**src/rtl/vsps_pkg.sv**
```systemverilog
package vsps_pkg;

  // configuration register indexes
  typedef enum logic [3:0] {
    REG_FOCAL_LENGTH     = 4'd0,
    REG_OBJECT_DIAMETER  = 4'd1,
    REG_CENTER_U         = 4'd2,
    REG_CENTER_V         = 4'd3,
    REG_STEP_GAIN        = 4'd4,
    REG_DESIRED_U        = 4'd5,
    REG_DESIRED_V        = 4'd6,
    REG_DESIRED_DIAMETER = 4'd7
  } cfg_reg_e;

  // pipeline shape
  localparam int FrontStages = 6;
  localparam int DivQBits    = 48;
  localparam int DivSteps    = 2;
  localparam int DivStages   = DivQBits / DivSteps;
  localparam int BackStages  = 5;
  localparam int PipeStages  = FrontStages + DivStages + BackStages;

  // defaults after reset
  localparam logic [15:0] FocalLengthRst     = 16'd8000;
  localparam logic [15:0] ObjectDiameterRst  = 16'd6554;
  localparam logic [15:0] CenterURst         = 16'd3840;
  localparam logic [15:0] CenterVRst         = 16'd5120;
  localparam logic [15:0] StepGainRst        = 16'd85;
  localparam logic [15:0] DesiredURst        = 16'd3840;
  localparam logic [15:0] DesiredVRst        = 16'd5120;
  localparam logic [15:0] DesiredDiameterRst = 16'd1600;

  typedef struct packed {
    logic [15:0] focal_length;
    logic [15:0] object_diameter;
    logic [15:0] center_u;
    logic [15:0] center_v;
    logic [15:0] step_gain;
    logic [15:0] desired_u;
    logic [15:0] desired_v;
    logic [15:0] desired_diameter;
  } cfg_t;

  typedef struct packed {
    logic [15:0]        circle_u;
    logic [15:0]        circle_v;
    logic [14:0]        circle_radius;
    logic signed [31:0] pos_x;
    logic signed [31:0] pos_y;
    logic signed [31:0] pos_z;
    logic signed [15:0] quat_w;
    logic signed [15:0] quat_x;
    logic signed [15:0] quat_y;
    logic signed [15:0] quat_z;
  } in_word_t;

  typedef struct packed {
    logic               hold;
    logic signed [31:0] target_x;
    logic signed [31:0] target_y;
    logic signed [31:0] target_z;
    logic               clipped;
  } out_word_t;

  // rotation matrix, row major, signed Q14 entries
  typedef logic [8:0][19:0] rot_t;

  // values that ride along with the division
  typedef struct packed {
    logic               hold;
    logic [2:0]         neg;
    logic [2:0]         ovf;
    logic [31:0]        den;
    rot_t               rot;
    logic signed [31:0] pos_x;
    logic signed [31:0] pos_y;
    logic signed [31:0] pos_z;
  } side_t;

  // divider word: remainder and shared dividend / quotient register per lane
  typedef struct packed {
    side_t                     side;
    logic [2:0][31:0]          rem;
    logic [2:0][DivQBits-1:0]  w;
  } div_pipe_t;

  // divide by 2^14, round half away from zero
  function automatic logic signed [63:0] rnd_q14(input logic signed [63:0] v);
    logic [63:0] mag;
    mag = v[63] ? 64'(-v) : 64'(v);
    mag = (mag + 64'd8192) >> 14;
    return v[63] ? -$signed(mag) : $signed(mag);
  endfunction

endpackage

```
**src/rtl/vsps_div_stage.sv**
```systemverilog
module vsps_div_stage (
  input  logic                 clk_i,
  input  logic                 en_i,
  input  vsps_pkg::div_pipe_t  d_i,
  output vsps_pkg::div_pipe_t  d_o
);

  vsps_pkg::div_pipe_t d_d, d_q;
  logic [31:0]                   rem;
  logic [vsps_pkg::DivQBits-1:0] w;
  logic [32:0]                   t;
  logic                          qb;

  // restoring division, two quotient bits per stage on all three lanes
  always_comb begin
    d_d = d_i;
    rem = '0;
    w   = '0;
    t   = '0;
    qb  = 1'b0;
    for (int k = 0; k < 3; k++) begin
      rem = d_i.rem[k];
      w   = d_i.w[k];
      for (int s = 0; s < vsps_pkg::DivSteps; s++) begin
        t = {rem, w[vsps_pkg::DivQBits-1]};
        if (t >= {1'b0, d_i.side.den}) begin
          rem = 32'(t - {1'b0, d_i.side.den});
          qb  = 1'b1;
        end else begin
          rem = t[31:0];
          qb  = 1'b0;
        end
        w = {w[vsps_pkg::DivQBits-2:0], qb};
      end
      d_d.rem[k] = rem;
      d_d.w[k]   = w;
    end
  end

  always_ff @(posedge clk_i) begin
    if (en_i) begin
      d_q <= d_d;
    end
  end

  assign d_o = d_q;

endmodule

```
**config.mk**
```make
export PLATFORM = sky130hd
export DESIGN_NAME = vsps_div_stage
export DESIGN_NICKNAME = d
export VERILOG_FILES = /design/src/rtl/vsps_pkg.sv /design/src/rtl/vsps_div_stage.sv
export SDC_FILE = /design/constraint.sdc
export NUM_CORES = 1
export LEC_CHECK = 0
export ABC_AREA = 1
export BUFFER_PORTS_ARGS = -buffer_cell sky130_fd_sc_hd__clkbuf_2
export CAP_MARGIN = 10
export CORE_AREA = 3 3 429 431
export DETAILED_ROUTE_END_ITERATION = 8
export DIE_AREA = 0 0 432 434
export GPL_ROUTABILITY_DRIVEN = 0
export PLACE_DENSITY = 0.43
export SLEW_MARGIN = 10
export SYNTH_ARGS = -nofsm -noshare
export SYNTH_HDL_FRONTEND = slang
export SYNTH_SLANG_ARGS = --single-unit
export TNS_END_PERCENT = 50
```
**constraint.sdc**
```tcl
create_clock -name clk_i -period 4.6 [get_ports clk_i]
set_clock_uncertainty 0.2 [all_clocks]
set_input_delay 0.92 -clock clk_i [delete_from_list [all_inputs] [get_ports clk_i]]
set_output_delay 0.92 -clock clk_i [all_outputs]
set_load 0.1 [all_outputs]
```
After elaboration in Yosys (flattened, before gate mapping)
Index checks and enable logic that the tools add are counted.

cells by class
  order comparisons = 6
  multiplexer cells = 12
  shifts and indexed selects = 0
  divide/modulo/power cells = 0
  multipliers = 0
  eq/ne operators = 0
  add/sub/neg operators = 6
  bitwise gates (word level) = 0
  reduce and logical (&&, ||, !) cells = 0

operators with widths
  kind              count
  $ge A33 B32 Y1    6
  $mux W32          6
  $sub A32 B32 Y32  6
  $mux W1           6

word-level totals
  bits in writable memories = 0
  word-level logic and storage cells = 46
  bits in read-only memories = 0
  latch bits = 0
  memories kept = 0
  bits in registers = 555
  input port bits = 557

Longest topological paths before layout
Gate-level depths: netlist of run 1.

  depth in word-level cells = 4
  depth in mapped cells = 32
  gate-level depth less buffers = 30

Worst setup path before layout of run 1
Ideal clock, no wire load.

  kind = input-to-reg
  from = input d_i[517] (netlist bit)
  to = register d_q (netlist bit d_o[152]), data pin
  setup slack = -48 ps
  path buffers = 2
  stages = 28
  required time = 4147 ps
  data arrival time = 4195 ps
  path through = inv_1 -> ha_1 -> nand2_1 -> nor2_1 -> nand3_1 -> nand3_2 -> nand2_1 -> nand3_2 -> nand2_2 -> nand2_4 -> inv_4 -> buf_4 -> nand2_1 -> nand2_1 -> ha_1 -> a21oi_1 -> nand2_1 -> nand3_1 -> nand2_1 -> nand2_1 -> nand2_1 -> nand4_1 -> nand2_1 -> nand2_1 -> nand3_2 -> buf_6 -> nand2_1 -> nand2_1

RTL lines
  item                  RTL line              text
  from (decl)           vsps_div_stage.sv:4   input vsps_pkg::div_pipe_t d_i,
  to (signal assigned)  vsps_div_stage.sv:42  d_q <= d_d;
  to (decl)             vsps_div_stage.sv:8   vsps_pkg::div_pipe_t d_d, d_q;

==> summary.md, run 1 <==
| Metric | Value |
|---|---|
| Status | `finished with violations` |
| Failing checks | `setup timing` |
| Io pins | `1112` |
| Count of input and output buffers | `1111` |
| Crit start category | `primary input` |
| Leak | `about 26 nW` |
| Largest net degree at the start of global routing | `115` |
| Die footprint | `187000 um2` |
| FP Rows | `156` |
| Initial antenna violation count | `64` |
| Slowest cell on the critical path | `ha_4` |
| Critical Path RT | `4.94 ns` |
| Number of synthesized flops with an enable pin | `555` |
| Chip height | `434 um` |
| Syn avg cell area | `8.99 um2` |
| Worst path depth | `29` |
| # nets final | `6614` |
| Final Hold Violating Endpoints | `0` |
| Routed len/inst | `29.0 um` |
| Gate count after technology mapping | `3588` |
| Period minus WS final | `4.60 ns` |
| Number of H-tree levels | `3` |
| Area growth from synthesis to layout | `69.1%` |
| Comb pwr share | `50.7%` |
| First-pass GRT wire length | `303000 um` |
| Pwr Density | `462 nW/um2` |
| Vias per cell | `4.34` |
| Setup_tns | `-0.00179 ns` |
| WHS | `0.186 ns` |
| Detailed-route via count | `36000` |
| Delay-heaviest family, CP | `buffers and inverters` |
| F_max | `approximately 0.22 GHz` |
| TritonCTS Buffers | `73` |
| Worst-case clock buffer depth | `3` |
| Final WS setup | `-0.00179 ns` |
| Relative slew slack | `~45%` |
| Max-slew violation count | `0` |
| DRT iter0 DRCs | `3121` |
| Sequential-to-total area share from yosys stat | `51.7%` |
| Fin util | `a little under a third` |
| Final worst path period share | `100%` |
| Die width | `432 um` |
| Largest register FFs | `555` |
| Crit path top cell by count | `buf_12` |
| Synth Flop Type | `edfxtp_1` |
| CP arrival | `~4.9 ns` |
| Hold path cells | `1` |
| Net Sw Frac | `47.5%` |
| Post-route ant nets | `0` |
| Max-cap violations | `0` |
| Final setup viols | `1` |
| Clk sink count | `555` |
| GRT Total Usage | `around 24%` |
| CTS tree | `built` |
| CP peak stage delay | `0.28 ns` |
| Worst Tran Pin Value | `0.827 ns` |
| Buf+Inv Stages, Crit Path | `12` |
| Pre-CTS WS | `-1.03 ns` |
| Starting Density | `17.9%` |
| DP HPWL | `204000 um` |
| Remaining Overflow, GRT | `0` |
| Layout cell share with drive strength beyond 1 | `47.6%` |
| Placed inst area | `49100 um2` |
| Min-Delay Path Class | `in -> reg` |
| Post-synthesis cell area | `32300 um2` |
| Reg power frac | `26.5%` |
| DRT Pass-1 Iters | `5` |
| Post-synth cell types | `54` |
| Worst setup EP type | `flop` |
| RSZ-0062 raised after global routing | `true` |
| P_sw | `12.0 mW` |
| Synthesized Nets | `4343` |
| Crit Path Max Fanout | `8` |
| CTS root buf | `clkbuf_16` |
| Internal Pwr Total | `13.3 mW` |
| Worst-path clk slew | `about 0.06 ns` |
| DRC | `0` |
| Drt total wl | `241000 um` |
| CORE AREA | `181000 um2` |
| Number of global-route vias before repair | `34000` |
| Peak VDD IR | `0.000458 V` |
| Synth Register Bits | `555` |
| Post-synth ARST share | `0%` |
| WS Path Type | `in -> reg` |
| YS warnings | `0` |
| Final Cell Area | `54600 um2` |
| Clock share of power | `22.8%` |
## routing by layer
layer / vias to the layer above / global-route usage [%] / share of wire [%] / wire length [um]
li1: 16700 / - / - / -
met1: 17400 / 28.5 / 39 / 93700
met2: 1460 / 40.7 / 47 / 113000
met3: 362 / 6.90 / 8.5 / 20400
met4: 44 / 10.4 / 5.4 / 13000
met5: - / 0 / 0.11 / 268
## stage by stage
step           total power, mW  instances
6_report                  25.2       8300
3_5_place_dp              18.8       8101
5_1_grt                   26.2       8286
2_1_floorplan             13.9       3588
4_1_cts                   24.8       8234
3_3_place_gp              18.8       8101
## final cells by class
cell class                 count  area (um2)
clock inverter                46         469
inverter                     420        1620
timing repair buffer        2235       14900
clock buffer                  84        1870
fill                       19200      126000
sequential                   555       16700
tap                         2370        2970
multi-input combinational   2571       16000
timing repair inverter         3        28.8
antenna                       16        40.0
## synth_stat cells (7+ instances only)
cell / instances / area (um2)
or2_2: 25 / 156
clkbuf_1: 7 / 26.3
nor3_1: 30 / 150
a21oi_1: 189 / 946
nand2_1: 1182 / 4440
inv_2: 12 / 45.0
o21ai_1: 11 / 55.1
nand4_1: 43 / 269
a31oi_1: 11 / 68.8
nor2_2: 15 / 93.8
edfxtp_1: 555 / 16700
and2_1: 8 / 50.1
nor2_1: 232 / 871
nand3b_1: 28 / 210
o21ai_2: 15 / 131
buf_4: 14 / 105
o21ai_0: 88 / 440
nand3_2: 8 / 80.1
o21bai_1: 30 / 225
xnor2_1: 36 / 315
nand3_1: 273 / 1370
inv_1: 406 / 1520
a21o_1: 16 / 120
ha_1: 192 / 2400
xor2_1: 69 / 604
buf_6: 19 / 214
## power groups by stage
stage	Clock, mW	Combinational (mW)	Sequential [mW]
2_1_floorplan	0	2.94	11.0
3_3_place_gp	0	12.1	6.77
3_5_place_dp	0	12.0	6.76
4_1_cts	5.93	12.2	6.68
5_1_grt	6.10	13.4	6.71
6_report	5.76	12.8	6.67
## placed cells by master, fill, tap and decap left out, types with 25 or more instances in the layout
cell,n
clkbuf_2,1106
nand2_1,1090
buf_4,1048
edfxtp_1,555
inv_1,391
nand3_1,260
nor2_1,183
a21oi_1,147
ha_4,101
nand2_2,89
ha_1,83
clkbuf_16,80
o21ai_0,68
xor2_1,68
buf_12,55
nor2_2,53
nand4_1,43
a21oi_2,42
xnor2_1,34
nand3b_1,28
o21bai_1,26
or2_2,25
## cells by family after synthesis
logic type / Yosys count / synth area share (%)
flops: 555 / 51.7
fa+ha+maj: 198 / 7.82
buf+inv: 464 / 6.03
simple gates: 1878 / 24.8
compound gates: 388 / 6.88
xor+xnor: 105 / 2.85
## repair_timing
action	4_1_cts	5_1_grt
gates resized for setup	57	421
setup buffers	2	37
setup endpoints to repair	97	99
hold buffers	0	0
pin swaps	5	77
gates cloned	1	13
## worst paths after layout
| check | slack, ns | to | startpoint |
|---|---|---|---|
| setup / recovery | -0.002 | d_o[181] | d_i[522] |
| hold / removal | 0.19 | d_o[247] | d_i[247] |
No activity file was read; power rests on OpenSTA's default activity.
==> inputs of run 2 (changes only) <==
- CORE_AREA: 3 3 429 431 -> 3 3 433 435
- DIE_AREA: 0 0 432 434 -> 0 0 436 438
- PLACE_DENSITY: 0.43 -> 0.41
- clock period: 4.6 -> 5.85 ns (I/O delays scaled with it)
==> run 2 against run 1 <==
Compared with the run above: critical path depth rose by 3; combinational power fell by 30%; utilization fell by 3.9 points; via count fell by 6.5%; cell area fell by 12%; die area rose by 1.9%; hold slack improved by 0.25 ns; first-iteration DRC count fell by 10%; the flow now finishes without violations; setup slack improved by 0.64 ns; clock power fell by 21%; wire length fell by 4.9%.
==> summary.md, run 2 (synthesized netlist as in run 1, its figures left out) <==
| Metric | Value |
|---|---|
| Clock share of power | `24.2% (+1.4 points)` |
| Min-Delay Path Class | `in -> reg` |
| Met3 Use GR | `7.19% (+0.29 points)` |
| DP HPWL | `196000 um (-3.7%)` |
| Starting Density | `17.6% (-0.28 points)` |
| Commonest non-fill, non-tap cell in the layout | `nand2_1` |
| FP Rows | `157 (+0.64%)` |
| Crit Path Max Fanout | `20 (+12)` |
| Buf+Inv Stages, Crit Path | `8 (-4)` |
| Worst-case clock buffer depth | `3 (unchanged)` |
| Delay-heaviest family, CP | `simple AND/OR/NAND/NOR gates` |
| Detailed-route via count | `33600 (-6.5%)` |
| CORE AREA | `183000 um2 (+1.6%)` |
| Remaining Overflow, GRT | `0 (unchanged)` |
| First-pass GRT wire length | `296000 um (-2.2%)` |
| Clk sink count | `555 (unchanged)` |
| Comb pwr share | `47.9% (-2.8 points)` |
| Routed len/inst | `29.0 um (+0.17%)` |
| Slowest cell on the critical path | `o21ai_0` |
| CTS root buf | `clkbuf_16` |
| Leak | `23.5 nW (-10%)` |
| TritonCTS Buffers | `74 (+1.4%)` |
| Final worst path period share | `89.1%` |
| Reg power frac | `27.9% (+1.4 points)` |
| Relative slew slack | `37.1% (-8.0 points)` |
| Cts repair resizes | `0 (-100%)` |
| Status | `complete, no violations` |
| Die footprint | `191000 um2 (+1.9%)` |
| Vias per cell | `4.27 (-1.6%)` |
| CP arrival | `5.46 ns (+0.52 ns)` |
| Crit start category | `primary input` |
| Worst setup EP type | `flop` |
| Max-slew violation count | `0 (unchanged)` |
| RSZ-0062 raised after global routing | `false` |
| Met2 Use GR | `39.3% (-1.5 points)` |
| Period minus WS final | `5.21 ns` |
| # nets final | `6110 (-7.6%)` |
| Crit path top cell by count | `nand2_1` |
| Die width | `436 um (+0.93%)` |
| P_sw | `8.93 mW (-25%)` |
| Drt total wl | `229000 um (-4.9%)` |
| Fin util | `26.3% (-3.9 points)` |
| Pwr Density | `391 nW/um2 (-16%)` |
| Largest register FFs | `555 (unchanged)` |
| Peak VDD IR | `0.000219 V (-52%)` |
| Commonest non-fill, non-tap cells in the layout | `1182 x nand2_1, 1110 x clkbuf_2, 573 x buf_4` |
| Setup bufs post-CTS | `0 (-2)` |
| Io pins | `1112 (unchanged)` |
| GRT Total Usage | `23.0% (-1.1 points)` |
| Final WS setup | `0.639 ns (+0.641 ns)` |
| Net Sw Frac | `47.4% (about the same)` |
| CTS Hold Buffers Added | `0 (unchanged)` |
| Worst-path clk slew | `0.06 ns (about the same)` |
| Hold path startpoint | `d_i[127]` |
| Max-cap violations | `0 (unchanged)` |
| DRC | `0 (unchanged)` |
| Global-route track usage on met1 | `27.2% (-1.3 points)` |
| Area growth from synthesis to layout | `49.4%` |
| Chip height | `438 um (+0.92%)` |
| Final Hold Violating Endpoints | `0 (unchanged)` |
| Post-route ant nets | `0 (unchanged)` |
| Setup_tns | `0 ns (+0.00179 ns)` |
| Number of H-tree levels | `3 (unchanged)` |
| GRT busiest layer | `met2` |
| DRT iter0 DRCs | `2809 (-10%)` |
| Count of input and output buffers | `1111 (unchanged)` |
| CP peak stage delay | `0.46 ns (+0.18 ns)` |
| Internal Pwr Total | `9.90 mW (-25%)` |
| Final setup viols | `0 (-1)` |
| CTS tree | `built` |
| Worst Tran Pin Value | `0.948 ns (+0.120 ns)` |
| Critical Path RT | `6.10 ns (+1.16 ns)` |
| Layout cell share with drive strength beyond 1 | `36.0% (-12 points)` |
| Pre-CTS WS | `0.0137 ns (+1.04 ns)` |
| F_max | `0.192 GHz` |
| Worst setup path startpoint | `d_i[538]` |
| Number of global-route vias before repair | `32700 (-3.9%)` |
| WS Path Type | `in -> reg` |
| Initial antenna violation count | `79 (+23%)` |
| Largest net degree at the start of global routing | `114 (-0.87%)` |
| DRT Pass-1 Iters | `5 (unchanged)` |
## run 2: power groups by stage
| stage | Sequential [mW] | Combinational [mW] | Clock, mW |
|---|---|---|---|
| 5_1_grt | 5.28 | 9.50 | 4.87 |
| 3_5_place_dp | 5.32 | 9.06 | 0 |
| 4_1_cts | 5.26 | 9.09 | 4.74 |
| 3_3_place_gp | 5.33 | 9.08 | 0 |
| 2_1_floorplan | 8.63 | 2.30 | 0 |
| 6_report | 5.25 | 9.02 | 4.56 |
## run 2: path summary, 6_finish.rpt
path | depth (start not counted) | slack, ns | end
setup / recovery | 32 | 0.64 | d_o[236]
hold / removal | 1 | 0.44 | d_o[129]
## run 2: metrics by stage
stage / cells / total power, mW / instance area, um2 / hold slack (ns)
after floorplan: 3588 / 10.9 / 32300 / 1.07
after global placement: 7743 / 14.4 / 45900 / 1.15
after detailed placement: 7743 / 14.4 / 45900 / 1.15
after CTS: 7871 / 19.1 / 48200 / 0.384
after global routing: 7873 / 19.7 / 48200 / 0.404
final: 7882 / 18.8 / 48200 / 0.437
## run 2: area by class of cell
type | count | area [um2]
clock buffers | 82 | 1900
clock inverters | 46 | 403
fillers | 20200 | 135000
diodes | 11 | 27.5
flip-flops and latches | 555 | 16700
multi-input cells | 2569 | 13700
inverters | 420 | 1580
repair buffers | 1735 | 10900
well taps | 2464 | 3080
## run 2: routing by layer
| metal | vias up | routed length, um |
|---|---|---|
| met3 | 308 | 18100 |
| met2 | 1269 | 110000 |
| met5 | - | 446 |
| li1 | 15600 | - |
| met4 | 68 | 8880 |
| met1 | 16300 | 91400 |
